File: src/hdl/ffba_pkg.sv
package ffba_pkg;

    localparam int DEFAULT_NUM_BLOCKS  = 64;
    localparam int DEFAULT_BLOCK_BYTES = 64;

    // Operation codes carried in the opcode field.
    localparam logic [1:0] OP_ALLOC = 2'd0;
    localparam logic [1:0] OP_FREE  = 2'd1;
    localparam logic [1:0] OP_CLEAR = 2'd2;

    // Result status codes.
    localparam logic [1:0] ST_DONE    = 2'd0;
    localparam logic [1:0] ST_FAIL    = 2'd1;
    localparam logic [1:0] ST_IGNORED = 2'd2;

    typedef struct packed {
        logic [1:0]  opcode;
        logic [15:0] request_bytes;
        logic [15:0] release_offset;
    } t_in_item;

    typedef struct packed {
        logic [1:0]  status;
        logic [11:0] start_offset;
        logic [6:0]  run_blocks;
        logic [6:0]  free_blocks;
        logic [12:0] held_bytes;
        logic [31:0] alloc_total;
        logic [31:0] free_total;
        logic [31:0] fail_total;
    } t_out_item;

endpackage

File: src/hdl/ffba_map_ram.sv
module ffba_map_ram #(
    parameter int DEPTH = ffba_pkg::DEFAULT_NUM_BLOCKS,
    localparam int AW = $clog2(DEPTH)
) (
    input  logic          i_clk,
    input  logic          i_we,
    input  logic [AW-1:0] i_waddr,
    input  logic          i_wdata,
    input  logic          i_re,
    input  logic [AW-1:0] i_raddr,
    output logic          o_rdata
);
    // One used bit per block, one write and one registered read per cycle.
    logic r_mem [DEPTH];
    logic r_rdata;

    always_ff @(posedge i_clk) begin
        if (i_we) begin
            r_mem[i_waddr] <= i_wdata;
        end
        if (i_re) begin
            r_rdata <= r_mem[i_raddr];
        end
    end

    assign o_rdata = r_rdata;

endmodule

File: src/hdl/ffba_div.sv
module ffba_div #(
    parameter int DIVISOR = ffba_pkg::DEFAULT_BLOCK_BYTES,
    parameter int WIDTH   = 16,
    localparam int RW = (DIVISOR > 1) ? $clog2(DIVISOR) : 1
) (
    input  logic             i_clk,
    input  logic             i_rst_n,
    input  logic             i_start,
    input  logic [WIDTH-1:0] i_dividend,
    output logic             o_done,
    output logic [WIDTH-1:0] o_quot,
    output logic [RW-1:0]    o_rem
);
    // Division by a constant through its reciprocal. With L = clog2(DIVISOR)
    // and M = ceil(2^(WIDTH+L) / DIVISOR), (x * M) >> (WIDTH+L) is the exact
    // quotient for every x below 2^WIDTH. The product is registered first,
    // then the quotient and remainder, and o_done rises together with them.
    localparam int     SH    = WIDTH + $clog2(DIVISOR);
    localparam int     MW    = WIDTH + 1;
    localparam int     PW    = WIDTH + MW;
    localparam longint RECIP =
        ((longint'(1) << SH) + longint'(DIVISOR) - 1) / longint'(DIVISOR);
    localparam logic [MW-1:0]    RECIP_C = MW'(RECIP);
    localparam logic [WIDTH-1:0] DIV_C   = WIDTH'(DIVISOR);

    logic             r_busy;
    logic             r_done;
    logic [PW-1:0]    r_prod;
    logic [WIDTH-1:0] r_dvd;
    logic [WIDTH-1:0] r_quot;
    logic [RW-1:0]    r_rem;

    logic [WIDTH-1:0] w_quot;
    logic [WIDTH-1:0] w_back;

    assign w_quot = WIDTH'(r_prod >> SH);
    assign w_back = w_quot * DIV_C;

    always_ff @(posedge i_clk) begin
        if (!i_rst_n) begin
            r_busy <= 1'b0;
            r_done <= 1'b0;
        end else begin
            r_busy <= i_start;
            r_done <= r_busy;
            if (i_start) begin
                r_prod <= PW'(i_dividend) * PW'(RECIP_C);
                r_dvd  <= i_dividend;
            end
            if (r_busy) begin
                r_quot <= w_quot;
                r_rem  <= RW'(r_dvd - w_back);
            end
        end
    end

    assign o_done = r_done;
    assign o_quot = r_quot;
    assign o_rem  = r_rem;

endmodule

File: src/hdl/first_fit_block_allocator.sv
// First-fit allocator over a pool of NUM_BLOCKS blocks of BLOCK_BYTES bytes.
// The input channel (i_in_valid, o_in_ready, i_in_item) takes one item per
// request: allocate, free or clear. Each item yields exactly one result item
// on the output channel (o_out_valid, i_out_ready, o_out_item) with the
// status, the run touched, and all counters as they stand after the item.
// Items are handled one at a time. An allocate scans the blocks in order
// (at most NUM_BLOCKS of them), then marks each block of the run found.
// A free first turns the offset into a block index in the divider, then
// visits each block it releases, and the unused block that ends the run
// if there is one. A clear sweeps every block of the used-bit memory,
// and ignored requests go straight to their result. The single read and
// write port of the used-bit memory limits the pace: one block is visited
// per cycle. After reset the block sweeps every used bit to zero and holds
// o_in_ready low meanwhile. A result sits in an output
// register; the next item is accepted while it waits, and a finished item
// waits in its last state until the receiver has taken the previous one.
module first_fit_block_allocator #(
    parameter int NUM_BLOCKS  = ffba_pkg::DEFAULT_NUM_BLOCKS,
    parameter int BLOCK_BYTES = ffba_pkg::DEFAULT_BLOCK_BYTES
) (
    input  logic                i_clk,
    input  logic                i_rst_n,
    input  logic                i_in_valid,
    output logic                o_in_ready,
    input  ffba_pkg::t_in_item  i_in_item,
    output logic                o_out_valid,
    input  logic                i_out_ready,
    output ffba_pkg::t_out_item o_out_item
);
    import ffba_pkg::*;

    localparam int AW   = $clog2(NUM_BLOCKS);
    localparam int CW   = $clog2(NUM_BLOCKS + 1);
    localparam int POOL = NUM_BLOCKS * BLOCK_BYTES;
    localparam int LBW  = $clog2(POOL + 1);
    localparam int RW   = (BLOCK_BYTES > 1) ? $clog2(BLOCK_BYTES) : 1;
    localparam logic [AW-1:0] LAST = AW'(NUM_BLOCKS - 1);

    typedef enum logic [2:0] {
        S_INIT,
        S_IDLE,
        S_SCAN,
        S_MARK,
        S_DIV,
        S_FREE,
        S_FINISH
    } t_state;

    t_state          r_state;
    logic            r_clr_reply;
    logic [AW-1:0]   r_ptr;
    logic [AW-1:0]   r_start;
    logic [LBW-1:0]  r_len_bytes;
    logic [CW-1:0]   r_mark_left;
    logic [CW-1:0]   r_run;
    logic [15:0]     r_req;
    logic [15:0]     r_rel;
    logic [CW-1:0]   r_used_cnt;
    logic [31:0]     r_alloc_cnt;
    logic [31:0]     r_free_cnt;
    logic [31:0]     r_fail_cnt;
    logic [1:0]      r_res_status;
    logic [11:0]     r_res_off;
    logic [6:0]      r_res_run;
    logic            r_out_valid;
    t_out_item       r_out_item;

    logic            w_in_accept;
    logic            w_re;
    logic [AW-1:0]   w_raddr;
    logic            w_we;
    logic [AW-1:0]   w_waddr;
    logic            w_wdata;
    logic            w_rdata;
    logic            w_div_start;
    logic            w_div_done;
    logic [15:0]     w_quot;
    logic [RW-1:0]   w_rem;
    logic [AW-1:0]   w_run_start;
    logic [LBW-1:0]  w_sum;
    logic            w_found;
    logic [CW-1:0]   w_need;
    logic [CW-1:0]   w_run_inc;
    logic            w_out_free;
    logic            w_out_load;
    logic            w_pool_hit;

    assign w_in_accept = i_in_valid && o_in_ready;
    assign w_out_free  = !r_out_valid || i_out_ready;
    assign w_out_load  = (r_state == S_FINISH) && w_out_free;
    assign w_pool_hit  = (32'(i_in_item.release_offset) < 32'(POOL));

    // Scan arithmetic: the run in progress is tracked in bytes so that the
    // request never needs to be divided into blocks.
    assign w_run_start = (r_len_bytes == '0) ? r_ptr : r_start;
    assign w_sum       = r_len_bytes + LBW'(BLOCK_BYTES);
    assign w_found     = !w_rdata && (32'(w_sum) >= 32'(r_req));
    assign w_need      = CW'(r_ptr) - CW'(w_run_start) + CW'(1);
    assign w_run_inc   = r_run + CW'(1);

    // Memory port control.
    always_comb begin
        w_re        = 1'b0;
        w_raddr     = r_ptr + AW'(1);
        w_we        = 1'b0;
        w_waddr     = r_ptr;
        w_wdata     = 1'b0;
        w_div_start = 1'b0;
        unique case (r_state)
            S_INIT: begin
                w_we = 1'b1;
            end
            S_IDLE: begin
                if (w_in_accept && i_in_item.opcode == OP_ALLOC
                        && i_in_item.request_bytes != '0) begin
                    w_re    = 1'b1;
                    w_raddr = '0;
                end
                if (w_in_accept && i_in_item.opcode == OP_FREE && w_pool_hit) begin
                    w_div_start = 1'b1;
                end
            end
            S_SCAN: begin
                w_re = (r_ptr != LAST);
            end
            S_MARK: begin
                w_we    = 1'b1;
                w_wdata = 1'b1;
            end
            S_DIV: begin
                w_re    = w_div_done;
                w_raddr = AW'(w_quot);
            end
            S_FREE: begin
                w_we = w_rdata;
                w_re = w_rdata && (r_ptr != LAST);
            end
            S_FINISH: begin
            end
            default: begin
            end
        endcase
    end

    ffba_map_ram #(
        .DEPTH (NUM_BLOCKS)
    ) u_map (
        .i_clk   (i_clk),
        .i_we    (w_we),
        .i_waddr (w_waddr),
        .i_wdata (w_wdata),
        .i_re    (w_re),
        .i_raddr (w_raddr),
        .o_rdata (w_rdata)
    );

    ffba_div #(
        .DIVISOR (BLOCK_BYTES),
        .WIDTH   (16)
    ) u_div (
        .i_clk      (i_clk),
        .i_rst_n    (i_rst_n),
        .i_start    (w_div_start),
        .i_dividend (i_in_item.release_offset),
        .o_done     (w_div_done),
        .o_quot     (w_quot),
        .o_rem      (w_rem)
    );

    always_ff @(posedge i_clk) begin
        if (!i_rst_n) begin
            r_state     <= S_INIT;
            r_clr_reply <= 1'b0;
            r_ptr       <= '0;
            r_used_cnt  <= '0;
            r_alloc_cnt <= '0;
            r_free_cnt  <= '0;
            r_fail_cnt  <= '0;
            r_out_valid <= 1'b0;
        end else begin
            if (w_out_load) begin
                r_out_valid <= 1'b1;
            end else if (i_out_ready) begin
                r_out_valid <= 1'b0;
            end
            unique case (r_state)
                S_INIT: begin
                    r_ptr <= r_ptr + AW'(1);
                    if (r_ptr == LAST) begin
                        r_state <= r_clr_reply ? S_FINISH : S_IDLE;
                    end
                end
                S_IDLE: begin
                    if (w_in_accept) begin
                        r_res_status <= ST_IGNORED;
                        r_res_off    <= '0;
                        r_res_run    <= '0;
                        r_state      <= S_FINISH;
                        unique case (i_in_item.opcode)
                            OP_ALLOC: begin
                                if (i_in_item.request_bytes != '0) begin
                                    r_req       <= i_in_item.request_bytes;
                                    r_ptr       <= '0;
                                    r_start     <= '0;
                                    r_len_bytes <= '0;
                                    r_state     <= S_SCAN;
                                end
                            end
                            OP_FREE: begin
                                if (w_pool_hit) begin
                                    r_rel   <= i_in_item.release_offset;
                                    r_state <= S_DIV;
                                end
                            end
                            OP_CLEAR: begin
                                r_res_status <= ST_DONE;
                                r_used_cnt   <= '0;
                                r_alloc_cnt  <= '0;
                                r_free_cnt   <= '0;
                                r_fail_cnt   <= '0;
                                r_ptr        <= '0;
                                r_clr_reply  <= 1'b1;
                                r_state      <= S_INIT;
                            end
                            default: begin
                            end
                        endcase
                    end
                end
                S_SCAN: begin
                    if (w_found) begin
                        r_ptr        <= w_run_start;
                        r_mark_left  <= w_need;
                        r_used_cnt   <= r_used_cnt + w_need;
                        r_alloc_cnt  <= r_alloc_cnt + 32'd1;
                        r_res_status <= ST_DONE;
                        r_res_off    <= 12'(32'(w_run_start) * 32'(BLOCK_BYTES));
                        r_res_run    <= 7'(w_need);
                        r_state      <= S_MARK;
                    end else if (r_ptr == LAST) begin
                        r_fail_cnt   <= r_fail_cnt + 32'd1;
                        r_res_status <= ST_FAIL;
                        r_state      <= S_FINISH;
                    end else begin
                        r_ptr       <= r_ptr + AW'(1);
                        r_start     <= w_run_start;
                        r_len_bytes <= w_rdata ? '0 : w_sum;
                    end
                end
                S_MARK: begin
                    r_ptr       <= r_ptr + AW'(1);
                    r_mark_left <= r_mark_left - CW'(1);
                    if (r_mark_left == CW'(1)) begin
                        r_state <= S_FINISH;
                    end
                end
                S_DIV: begin
                    if (w_div_done) begin
                        r_ptr        <= AW'(w_quot);
                        r_run        <= '0;
                        r_res_status <= ST_DONE;
                        r_res_off    <= 12'(r_rel - 16'(w_rem));
                        r_state      <= S_FREE;
                    end
                end
                S_FREE: begin
                    if (w_rdata && r_ptr != LAST) begin
                        r_ptr <= r_ptr + AW'(1);
                        r_run <= w_run_inc;
                    end else begin
                        r_free_cnt <= r_free_cnt + 32'd1;
                        r_state    <= S_FINISH;
                        if (w_rdata) begin
                            r_used_cnt <= r_used_cnt - w_run_inc;
                            r_res_run  <= 7'(w_run_inc);
                        end else begin
                            r_used_cnt <= r_used_cnt - r_run;
                            r_res_run  <= 7'(r_run);
                        end
                    end
                end
                S_FINISH: begin
                    r_clr_reply <= 1'b0;
                    if (w_out_free) begin
                        r_out_item.status       <= r_res_status;
                        r_out_item.start_offset <= r_res_off;
                        r_out_item.run_blocks   <= r_res_run;
                        r_out_item.free_blocks  <= 7'(CW'(NUM_BLOCKS) - r_used_cnt);
                        r_out_item.held_bytes   <=
                            13'(32'(r_used_cnt) * 32'(BLOCK_BYTES));
                        r_out_item.alloc_total  <= r_alloc_cnt;
                        r_out_item.free_total   <= r_free_cnt;
                        r_out_item.fail_total   <= r_fail_cnt;
                        r_state                 <= S_IDLE;
                    end
                end
                default: begin
                    r_state <= S_IDLE;
                end
            endcase
        end
    end

    assign o_in_ready  = (r_state == S_IDLE);
    assign o_out_valid = r_out_valid;
    assign o_out_item  = r_out_item;

    // The used-block count can never exceed the pool.
    a_used_bound: assert property (@(posedge i_clk) disable iff (!i_rst_n)
        r_used_cnt <= CW'(NUM_BLOCKS))
        else $error("used block count exceeds pool size");

    // The single memory never writes and reads the same block in one cycle.
    a_no_rw_clash: assert property (@(posedge i_clk) disable iff (!i_rst_n)
        (w_we && w_re) |-> (w_waddr != w_raddr))
        else $error("memory read and write hit the same block");

    // A clear drops every counter at once.
    a_clear_counts: assert property (@(posedge i_clk) disable iff (!i_rst_n)
        (w_in_accept && i_in_item.opcode == OP_CLEAR)
            |=> (r_used_cnt == '0 && r_alloc_cnt == '0 && r_fail_cnt == '0))
        else $error("clear did not reset the counters");

    // A marking pass always has at least one block left to write.
    a_mark_nonzero: assert property (@(posedge i_clk) disable iff (!i_rst_n)
        (r_state == S_MARK) |-> (r_mark_left != '0))
        else $error("marking pass with nothing to mark");

    // A failed allocation reports no run.
    a_fail_empty: assert property (@(posedge i_clk) disable iff (!i_rst_n)
        (r_out_valid && r_out_item.status == ST_FAIL)
            |-> (r_out_item.run_blocks == '0 && r_out_item.start_offset == '0))
        else $error("failed allocation reports a run");

endmodule
File: config.mk
export PLATFORM = sky130hd
export DESIGN_NAME = first_fit_block_allocator
export DESIGN_NICKNAME = d
export VERILOG_FILES = /design/src/hdl/ffba_pkg.sv /design/src/hdl/ffba_map_ram.sv /design/src/hdl/ffba_div.sv /design/src/hdl/first_fit_block_allocator.sv
export SDC_FILE = /design/constraint.sdc
export NUM_CORES = 1
export LEC_CHECK = 0
export BUFFER_PORTS_ARGS = -buffer_cell sky130_fd_sc_hd__buf_2
export CAP_MARGIN = 25
export CORE_UTILIZATION = 38
export DETAILED_ROUTE_END_ITERATION = 10
export SLEW_MARGIN = 30
export SYNTH_ARGS = -nofsm -noshare
export SYNTH_HDL_FRONTEND = slang
export SYNTH_SLANG_ARGS = --single-unit
File: constraint.sdc
create_clock -name i_clk -period 17.83 [get_ports i_clk]
set_clock_uncertainty 0.05 [all_clocks]
set_input_delay 3.566 -clock i_clk [delete_from_list [all_inputs] [get_ports i_clk]]
set_output_delay 3.566 -clock i_clk [all_outputs]
set_load 0.005 [all_outputs]
# Word level (Yosys, flattened, before mapping)
# Memories as Yosys holds them, arrays and structs flattened. A register that Yosys moved wholly into a read port is not among the register bits.
# Cells that the tools add are included.
# word_totals
rom_bits,0
ram_bits,64
latch_bits,0
ff_bits,353
n_memories,1
in_bits,38
# mem_list
memory,words,width,read_ports,rd_clocked_by_memory_dff,wr,line_no,source
u_map.r_mem,64,1,1,1,1,ffba_map_ram.sv:14,logic r_mem [DEPTH];
# op_classes
n_eq_ne,29
shift,0
add_sub_neg,15
multipliers,0
muxes,83
bitwise_logic,0
n_div,0
reduce_logical,43
n_lt_le_gt_ge,2
# op_table
op,count
32-bit 2-to-1 mux,6
32-bit one-hot mux with 2 select lines,3
"32-bit by 1-bit adder with 32-bit output, second input constant",3
13-bit 2-to-1 mux,6
7-bit 2-to-1 mux,11
6-bit 2-to-1 mux,12
7-bit one-hot mux with 3 select lines,2
12-bit 2-to-1 mux,3
12-bit one-hot mux with 3 select lines,1
6-bit one-hot mux with 2 select lines,3
5-bit AND reduction,7
3-bit 2-to-1 mux,10
6-bit one-hot mux with 5 select lines,1
7-bit one-hot mux with 2 select lines,2
13-bit one-hot mux with 2 select lines,1
3-bit one-hot mux with 7 select lines,1
7-bit AND reduction,3
"2-bit != test, second input constant",9
13-bit by 16-bit greater-or-equal comparator with 1-bit output,1
"16-bit by 13-bit less-than comparator with 1-bit output, second input constant",1
16-bit nonzero test,1
"7-bit by 1-bit adder with 7-bit output, second input constant",2
7-bit subtractor,2
"13-bit by 7-bit adder with 13-bit output, second input constant",1
38 further kinds,80

# Depth between registers and ports, before layout
# Gate-level depths: netlist (run 1).
# logic_depth
depth_word,7
ltp_mapped,24

# Cells and area by module
# From an unflattened synthesis (run 1), not the netlist that was laid out.
# hier_totals
hier_cells,1578
hier_area_um2,18830.6
# modules_own_cells
mod,instances,area_per_inst_um2,cells_per_inst
first_fit_block_allocator,1,14809.2,1328
ffba_map_ram,1,2946.6,205
ffba_div,1,1074.8,45

# Worst setup path after synthesis (run 1)
# Ideal clock, no wire load.
# synth_timing
path_type,input port to flip-flop
from,input port i_rst_n
to,"register r_out_item, in the netlist o_out_item[0], enable pin"
t_arrival_ns,12.863
setup_slack_ns,4.138
stages,4
t_required_ns,17.002
setup_time_ns,0.778
n_path_buf,2
path_cell_list,clkbuf_1 > clkbuf_1 > nand2_1 > nor3_1
# synth_between
elab_chain_cells,1
# synth_rtl
item,line_no,source
start: declaration,first_fit_block_allocator.sv:22,"input logic i_rst_n,"
3-bit AND reduction (no source line),-,
end: declaration,first_fit_block_allocator.sv:66,t_out_item r_out_item;
# Every way passes these cells.
# A chain may end at the register's enable or synchronous reset.

# Worst setup path in the final report (run 1)
# layout_timing
from,register r_state[0]
to,output port o_in_ready
# layout_between
elab_chain_cells,1
# layout_rtl
item,line_no,source
start: declaration,first_fit_block_allocator.sv:49,t_state r_state;
start signal: assignment,first_fit_block_allocator.sv:190,r_state <= r_clr_reply ? S_FINISH : S_IDLE;
3-bit by 1-bit == test with 1-bit output,first_fit_block_allocator.sv:304,assign o_in_ready = (r_state == S_IDLE);
end: declaration,first_fit_block_allocator.sv:24,"output logic o_in_ready,"
# Every way passes these cells.

==> impl_metrics.yaml, run 1 <==
outcome:
  status: "finished, final reports clean"
placement:
  gp_congestion: 0.857
  place_ws_ns: 11.23
  io_buffer_count: 170
  hpwl_um: 28800
yosys:
  yosys.area.top_type_share: 0.493
  yosysWarnings: 0
  avgSynthCellArea_um2: 11.7
  syn_area_mm2: 0.0183
  synth_area_leader_cell: "edfxtp_1"
  ys_top_cells_by_area: "edfxtp_1, dfxtp_1, nor2_1"
  synthArstFlopShare: 0
  synth_flop_cell: "edfxtp_1"
  ys_ff_latch: 417
  synth_edf_count: 301
  seq_area_frac_synth: 0.620
  synth_cell_types: 71
  synthCells: 1563
cts:
  cts_sinks: 417
  clk_latency_ns: 0.59
  clk_path_buf_depth: 3
  cts.clk_slew.worst_paths_ns: 0.06
  numCtsBuffers: 45
  ctsResizeCount: 0
  hold_buffers: 0
  root_buffer: "clkbuf_16"
  cts_tree: "built"
  htree_levels: 2
  cts_setup_buffers: 0
hold_path:
  hold_class: "flip-flop to flip-flop"
  hold_path.startpoint: "u_div.r_prod[25]$_DFFE_PP_"
  min_to: "u_div.o_quot[3]$_DFFE_PP_"
  hold_depth: 0
final_layout:
  final_cell_mix: "edfxtp_1, nor2_1, buf_2"
  fin_nets: 1821
  final_common_cell: "edfxtp_1"
  seqCellArea_mm2: 0.0114
  fillers: 4448
  drive_above_1_share: 0.162
  syn2layout_area_growth_pct: 17.1
  fin_util: 0.451
  n_antenna_cell: 0
  multi_input_area_mm2: 0.00656
floorplan:
  ioPinCount: 177
  die-width_um: 222
  core_mm2: 0.0476
  dieHeight_um: 222
  die_area_mm2: 0.0491
  rows: 80
  start_util: 0.385
worst_setup_path:
  crit_type: "flip-flop to output port"
  r2r-start: "r_len_bytes[6]$_SDFFCE_PP0P_"
  required_ns: 14.21
  reg2reg_setup_slack_ns: 12.19
  cp.arrival_ns: 2.45
  path_max_fanout: 21
  worstRegToRegCells: 23
  r2r_end: "r_used_cnt[6]$_SDFFE_PN0P_"
  end_kind: "output port"
  critPathLaunchType: "flip-flop"
sta:
  maxSlewViolCount: 0
  tightest_slew_ns: 0.912
  post-route-period-util: 0.340
  setup_violations: 0
  fmax_mhz: 165
  hold_violations: 0
  rsz0062_at_grt: "false"
  fin_setup_tns_ns: 0
  relSlewSlack: 0.392
  min_period_ns: 6.07
  setup_ws_ns: 11.76
global_routing:
  grt_max_degree: 92
  grt.overflow.total: 0
  grt_usage: 0.164
  grt_pass1_wl_um: 64300
  grt_pass1_vias: 11700
  antenna_found_initial: 3
power:
  vdd_drop_max_mv: 0.0852
  p_leak_uw: 0.00785
  p_per_area_mw_per_mm2: 97.6
routing:
  met2_length_um: 19300
  met3_length_um: 2140
  drt-total-wl_um: 40900
  drt_iter0_markers: 1035
  remaining_drc_errors: 0
  met1_length_um: 18500
  highest_layer: "met5"
  dr.pass1.iters: 5
  wl_per_cell_um: 17.1
  viasPerCell: 5.17
  detail-route-antenna-nets: 0
  vias: 12300
flow_run:
  cap_violations: 0
==> logic make-up after synthesis <==
group / share of synthesized area
adder cells (fa/ha/maj): 0.0347
multiplexers: 0.0258
AO/OA/AOI/OAI: 0.0876
buffers and inverters: 0.0278
XOR/XNOR: 0.0483
AND/OR/NAND/NOR: 0.156
flip-flops: 0.620
other: 0.000205
==> stage by stage <==
stage                     instances  cell area [um^2]  hold slack (ns)  total power, uW
final                          2385             21500            0.367             2090
after detailed placement       2301             19900            0.355             1130
after floorplan                1568             18300            0.350             1100
after global routing           2385             21500            0.378             2170
after global placement         2301             19800            0.352             1120
after CTS                      2384             21400            0.369             2120
==> critical path, cell delays in order (launching register included) <==
cell	delay [ns]
dfxtp_1	0.75
nand2_1	0.36
nor2_1	0.54
buf_2	0.22
==> synthesized netlist by cell type, drive strengths merged, types with 28 or more instances <==
cell type  instances
dfxtp            116
xnor2             42
and3              28
nand3             40
inv               61
edfxtp           301
nand2             96
ha                46
a21oi             68
o21ai             72
clkbuf            47
xor2              59
nor2             203
or3               38
mux2i             45
==> layer usage <==
layer	global-route usage	up-vias
li1	-	6039
met1	0.221	5908
met2	0.266	325
met3	0.0342	66
met4	0.0468	2
met5	0	-
==> final cells by class <==
cell class | count | area share
well taps | 615 | 0.0358
multi-input cells | 1024 | 0.305
clock inverters | 31 | 0.0192
repair buffers | 184 | 0.0445
clock buffers | 52 | 0.0551
flip-flops and latches | 417 | 0.529
inverters | 62 | 0.0108
==> power by group <==
group | switching [uW] | internal, uW
logic | 43.2 | 29.5
clock network | 392 | 598
registers | 2.72 | 1030
total | 438 | 1660
==> flip-flops by register name, summed over array words and instances (netlist names), 2 cells and up <==
signal        count
r_alloc_cnt      32
r_res_off        12
u_div.r_prod     12
u_div.o_quot      6
o_out_item      130
r_fail_cnt       32
r_rel            12
r_len_bytes      13
r_state           3
r_req            16
r_res_status      2
r_res_run         7
r_mark_left       7
u_map.r_mem      64
r_ptr             6
r_start           6
u_div.o_rem       6
r_free_cnt       32
r_run             7
r_used_cnt        7
==> worst max-delay path by stage <==
stage | cells after the start | end | from
6_report | 3 | o_in_ready | r_state[0]$_SDFFE_PN0P_
5_1_grt | 3 | o_in_ready | r_state[0]$_SDFFE_PN0P_
4_1_cts | 3 | o_in_ready | r_state[0]$_SDFFE_PN0P_
3_5_place_dp | 9 | u_map.o_rdata$_DFFE_PP_ | i_in_item[17]
3_3_place_gp | 9 | u_map.o_rdata$_DFFE_PP_ | i_in_item[17]
2_1_floorplan | 4 | o_out_item[0]$_DFFE_PP_ | i_rst_n
Power figures use the tool's default switching activity.
==> run 2: changes to the inputs <==
==> constraint.sdc (replaced) <==
create_clock -name i_clk -period 5.8 [get_ports i_clk]
set_clock_uncertainty 0.05 [all_clocks]
set_input_delay 1.16 -clock i_clk [delete_from_list [all_inputs] [get_ports i_clk]]
set_output_delay 1.16 -clock i_clk [all_outputs]
set_load 0.005 [all_outputs]
==> run 2 against run 1 <==
Effect of this change: routed wire length is 0.18% lower; critical path type is now flip-flop to flip-flop; via count hardly changed; highest routed layer is now met4; global-route usage is 0.084 points higher; die area stayed put; largest power group unchanged; count of clock-buffer cells in the layout is 9 higher; combinational power grew to 3.2 times the previous value; sequential share of layout area is 0.080 points lower; worst setup slack worse by 11 ns; non-clock buffer count is 2 higher.
==> impl_metrics.yaml, run 2 (same netlist as run 1, synthesis figures left out) <==
cts:
  clk_latency_ns: 0.58
  numCtsBuffers: 45
  hold_buffers: 0
  root_buffer: "clkbuf_16"
  clk_path_buf_depth: 3
  cts_setup_buffers: 0
  cts.clk_slew.worst_paths_ns: 0.06
  cts_tree: "built"
  htree_levels: 2
  cts_sinks: 417
worst_setup_path:
  end_kind: "flip-flop"
  path_max_fanout: 9
  required_ns: 6.26
  critPathBufInv: 3
  slowest_delay_ns: 0.53
  cp.arrival_ns: 5.73
  critPathLaunchType: "flip-flop"
  critical_path.top_delay_family: "adder cells"
  cpMostUsedCell: "ha_1"
  reg2reg_setup_slack_ns: 0.52
  crit_type: "flip-flop to flip-flop"
  cp_slowest_cell: "fa_1"
  path_cells: "inv_1, ha_1, nor4b_1, nand3_2, a21oi_1, inv_1, ha_1, inv_1, ha_1, fa_1, or3_1, xnor2_1, a21oi_1, ha_1, o21a_1, o31a_1, o21ai_0, nand2b_1, xnor2_1, mux2i_1, o221ai_1, nor2_1"
routing:
  dr.pass1.iters: 5
  drt_iter0_markers: 974
  drt-total-wl_um: 40800
  vias: 12300
  viasPerCell: 5.16
  detail-route-antenna-nets: 0
  wl_per_cell_um: 17.1
  remaining_drc_errors: 0
sta:
  fmax_mhz: 189
  min_period_ns: 5.28
  hold_violations: 0
  rsz0062_at_grt: "false"
  maxSlewViolCount: 0
  setup_violations: 0
  relSlewSlack: 0.366
  post-route-period-util: 0.910
  tightest_slew_ns: 0.947
  fin_setup_tns_ns: 0
floorplan:
  dieHeight_um: 222
  rows: 80
  core_mm2: 0.0476
  start_util: 0.385
  ioPinCount: 177
  die-width_um: 222
  die_area_mm2: 0.0491
final_layout:
  drive_above_1_share: 0.164
  fin_util: 0.451
  fillers: 4402
  largest_reg_flops: 130
  final_cell_mix: "edfxtp_1, nor2_1, buf_2"
  syn2layout_area_growth_pct: 17.3
  design_area_mm2: 0.0215
  fin_nets: 1823
  final_cells: 2389
  final_common_cell: "edfxtp_1"
placement:
  gp_congestion: 0.832
  placed_area_mm2: 0.0199
  hpwl_um: 28800
  place_inst: 2303
  io_buffer_count: 170
global_routing:
  grt_pass1_vias: 11700
  grt_usage: 0.165
  grt.overflow.total: 0
  grt_max_degree: 92
  grt_pass1_wl_um: 64400
  antenna_found_initial: 1
power:
  pwr-share-seq: 0.494
  p_sw_uw: 1320
  p_leak_uw: 0.00788
  p_int_uw: 5100
  p_clk_frac: 0.470
  vdd_drop_max_mv: 0.192
  p_per_area_mw_per_mm2: 299
  swShare: 0.206
  comb_power_share: 0.036
hold_path:
  hold_class: "flip-flop to flip-flop"
flow_run:
  cap_violations: 0
outcome:
  status: "finished, final reports clean"
==> run 2: power groups by stage <==
stage	Combinational [uW]	Clock [uW]	Sequential (uW)
6_report	231	3020	3170
3_3_place_gp	221	0	3240
2_1_floorplan	166	0	3230
3_5_place_dp	227	0	3240
4_1_cts	229	3090	3170
5_1_grt	257	3210	3170
==> run 2: through the flow <==
| step | worst slack [ns] | power [uW] | hold WS (ns) |
|---|---|---|---|
| floorplan | 0.493 | 3400 | 0.350 |
| global placement | 0.613 | 3460 | 0.350 |
| detailed placement | 0.468 | 3460 | 0.355 |
| CTS | 0.431 | 6490 | 0.362 |
| global route | 0.0444 | 6630 | 0.370 |
| finish | 0.520 | 6420 | 0.362 |
==> run 2: worst paths after layout <==
kind                                startpoint                    endpoint  cells after the start
hold / removal          r_res_run[4]$_DFFE_PP_   o_out_item[120]$_DFFE_PP_                      0
setup reg to reg  r_len_bytes[6]$_SDFFCE_PP0P_  r_used_cnt[6]$_SDFFE_PN0P_                     22
setup / recovery  r_len_bytes[6]$_SDFFCE_PP0P_  r_used_cnt[6]$_SDFFE_PN0P_                     22
hold reg to reg         r_res_run[4]$_DFFE_PP_   o_out_item[120]$_DFFE_PP_                      0
==> run 2: layout make-up <==
class / instances / area, um^2 / share of cell area
well taps: 615 / 769 / 0.0358
clock inverters: 23 / 314 / 0.0146
clock buffers: 61 / 1260 / 0.0584
diodes: 1 / 2.50 / 0.000116
repair buffers: 186 / 985 / 0.0458
inverters: 62 / 234 / 0.0109
flip-flops and latches: 417 / 11400 / 0.528
multi-input cells: 1024 / 6580 / 0.306
==> run 2: timing repair <==
action	4_1_cts	5_1_grt
gates resized for setup	0	2
endpoints found under the setup margin	0	1
hold endpoints to repair	0	0
==> run 2: metal layers <==
| layer | vias up | GRT usage | wire length (um) |
|---|---|---|---|
| li1 | 6032 | - | - |
| met1 | 5926 | 0.226 | 18700 |
| met2 | 310 | 0.262 | 19000 |
| met3 | 61 | 0.0347 | 2250 |
| met4 | 0 | 0.0486 | 888 |
| met5 | - | 0 | 0 |
==> run 3: changes to the inputs <==
--- a/config.mk
+++ b/config.mk
@@ -7,8 +7,9 @@
 export LEC_CHECK = 0
 export BUFFER_PORTS_ARGS = -buffer_cell sky130_fd_sc_hd__buf_2
 export CAP_MARGIN = 25
-export CORE_UTILIZATION = 38
+export CORE_UTILIZATION = 55
 export DETAILED_ROUTE_END_ITERATION = 10
+export PLACE_DENSITY = 0.75
 export SLEW_MARGIN = 30
 export SYNTH_ARGS = -nofsm -noshare
 export SYNTH_HDL_FRONTEND = slang
==> run 3 against run 2 <==
Effect of this change: non-clock buffer count is 1 lower; total power is 4.1% lower; sequential share of layout area rose by 1.1 points; global-route usage rose by 6.1 points; worst setup slack got worse by 0.0082 ns; maximum frequency decreased by 0.16%; sequential power about the same; via count rose by 1.0%; critical endpoint unchanged; largest cell class unchanged.
==> impl_metrics.yaml, run 3 (same netlist as run 1, synthesis figures left out) <==
outcome:
  status: "finished, final reports clean"
cts:
  cts_tree: "built"
  clk_latency_ns: 0.54
  clk_path_buf_depth: 3
  cts.clk_slew.worst_paths_ns: 0.06
  root_buffer: "clkbuf_16"
  numCtsBuffers: 43
  cts_sinks: 417
  htree_levels: 2
  hold_buffers: 0
hold_path:
  hold_depth: 0
  hold_class: "flip-flop to flip-flop"
worst_setup_path:
  critPathBufInv: 3
  required_ns: 6.17
  path_max_fanout: 9
  critical_path.top_delay_family: "adder cells"
  path_cells: "inv_1, ha_1, nor4b_1, nand3_2, a21oi_1, inv_1, ha_1, inv_1, ha_1, fa_1, xnor2_1, nand3b_1, xor2_1, a21oi_1, ha_1, o21a_1, o31a_1, o21ai_0, nand2b_1, xnor2_1, mux2i_1, a211oi_1, nor2_1"
  slowest_delay_ns: 0.44
  cp_slowest_cell: "edfxtp_1"
  cpMostUsedCell: "ha_1"
  cp.arrival_ns: 5.66
  critPathLaunchType: "flip-flop"
  worstRegToRegCells: 23
  cp_num_cells: 23
  crit_type: "flip-flop to flip-flop"
  end_kind: "flip-flop"
power:
  p_per_area_mw_per_mm2: 292
  pwr-share-seq: 0.515
  comb_power_share: 0.036
  p_int_uw: 4900
  p_clk_frac: 0.448
  vdd_drop_max_mv: 0.213
  swShare: 0.203
  p_sw_uw: 1250
  p_leak_uw: 0.00777
placement:
  io_buffer_count: 170
  hpwl_um: 26600
  place_ws_ns: 0.533
  gp_congestion: 0.870
global_routing:
  grt_max_degree: 65
  met1_usage: 0.305
  grt.overflow.total: 0
  grt_usage: 0.226
  grt_pass1_vias: 11800
  grt.busiest_layer: "met2"
  grt_pass1_wl_um: 60400
  met3_usage: 0.0336
  antenna_found_initial: 0
  use_met2: 0.374
routing:
  dr.pass1.iters: 6
  drt-total-wl_um: 38100
  drt_iter0_markers: 1005
  wl_per_cell_um: 17.3
  vias: 12500
  detail-route-antenna-nets: 0
  remaining_drc_errors: 0
  viasPerCell: 5.63
sta:
  relSlewSlack: 0.327
  setup_violations: 0
  fmax_mhz: 189
  post-route-period-util: 0.912
  hold_violations: 0
  min_period_ns: 5.29
  tightest_slew_ns: 1.01
  maxSlewViolCount: 0
  fin_setup_tns_ns: 0
  setup_ws_ns: 0.512
  rsz0062_at_grt: "false"
floorplan:
  core_mm2: 0.0327
  die-width_um: 185
  dieHeight_um: 185
  ioPinCount: 177
  start_util: 0.561
  rows: 66
  die_area_mm2: 0.0341
final_layout:
  syn2layout_area_growth_pct: 15.0
  fin_nets: 1820
  n_antenna_cell: 0
  drive_above_1_share: 0.158
  largest_reg_flops: 130
  final_cell_mix: "edfxtp_1, nor2_1, buf_2"
  final_common_cell: "edfxtp_1"
flow_run:
  cap_violations: 0
run 3: changes by cell type in the layout (fill, tap and decap cells not counted), moves of 2 or more:
cell / change
clkinv_1: +5
clkinv_2: -3
o41ai_1: +2
clkbuf_8: -5
buf_4: +2
clkinvlp_4: +2
bufinv_16: -2
run 3: final timing paths:
path                                                   start                    endpoint  slack (ns)
worst max-delay path            r_len_bytes[6]$_SDFFCE_PP0P_  r_used_cnt[6]$_SDFFE_PN0P_        0.51
worst min-delay path              u_div.r_prod[23]$_DFFE_PP_   u_div.o_quot[1]$_DFFE_PP_        0.37
worst max register to register  r_len_bytes[6]$_SDFFCE_PP0P_  r_used_cnt[6]$_SDFFE_PN0P_        0.51
worst min register to register    u_div.r_prod[23]$_DFFE_PP_   u_div.o_quot[1]$_DFFE_PP_        0.37
run 3: timing repair:
item	4_1_cts	5_1_grt
gates resized for setup	0	1
buffers inserted	0	0
endpoints found under the setup margin	0	1
run 3: metal layers:
metal  part of all wire  routed length (um)
met1               0.43               16500
met2               0.48               18300
met4              0.025                 949
met5                  0                   0
met3              0.063                2420
run 3: power by group through the flow:
stage | logic (uW) | registers, uW | clock network, uW
2_1_floorplan | 166 | 3230 | 0
3_3_place_gp | 214 | 3230 | 0
3_5_place_dp | 222 | 3240 | 0
4_1_cts | 224 | 3170 | 2800
5_1_grt | 249 | 3170 | 2920
6_report | 224 | 3170 | 2760
run 3: worst reg2reg max path, stage by stage, from the launching register on:
cell	delay [ns]
edfxtp_1	0.44
inv_1	0.12
ha_1	0.14
nor4b_1	0.30
nand3_2	0.29
a21oi_1	0.30
inv_1	0.08
ha_1	0.27
inv_1	0.04
ha_1	0.21
fa_1	0.40
xnor2_1	0.44
nand3b_1	0.19
xor2_1	0.18
a21oi_1	0.19
ha_1	0.29
o21a_1	0.12
o31a_1	0.11
o21ai_0	0.16
nand2b_1	0.12
xnor2_1	0.29
mux2i_1	0.13
a211oi_1	0.22
nor2_1	0.07
run 3: layout make-up:
| type | count | area (um^2) |
|---|---|---|
| fillers | 2522 | 11600 |
| repair buffers | 185 | 963 |
| inverters | 62 | 233 |
| flip-flops and latches | 417 | 11400 |
| multi-input cells | 1024 | 6540 |
| well taps | 442 | 553 |
| clock inverters | 24 | 262 |
| clock buffers | 56 | 1170 |
run 3: through the flow:
stage | hold WS [ns] | cells | cell area (um^2) | util | total power [uW]
finish | 0.369 | 2210 | 21100 | 0.645 | 6160
global route | 0.371 | 2210 | 21100 | 0.645 | 6340
CTS | 0.366 | 2210 | 21100 | 0.644 | 6200
detailed placement | 0.355 | 2130 | 19600 | 0.601 | 3460
global placement | 0.351 | 2130 | 19600 | 0.600 | 3450
floorplan | 0.350 | 1568 | 18400 | - | 3400
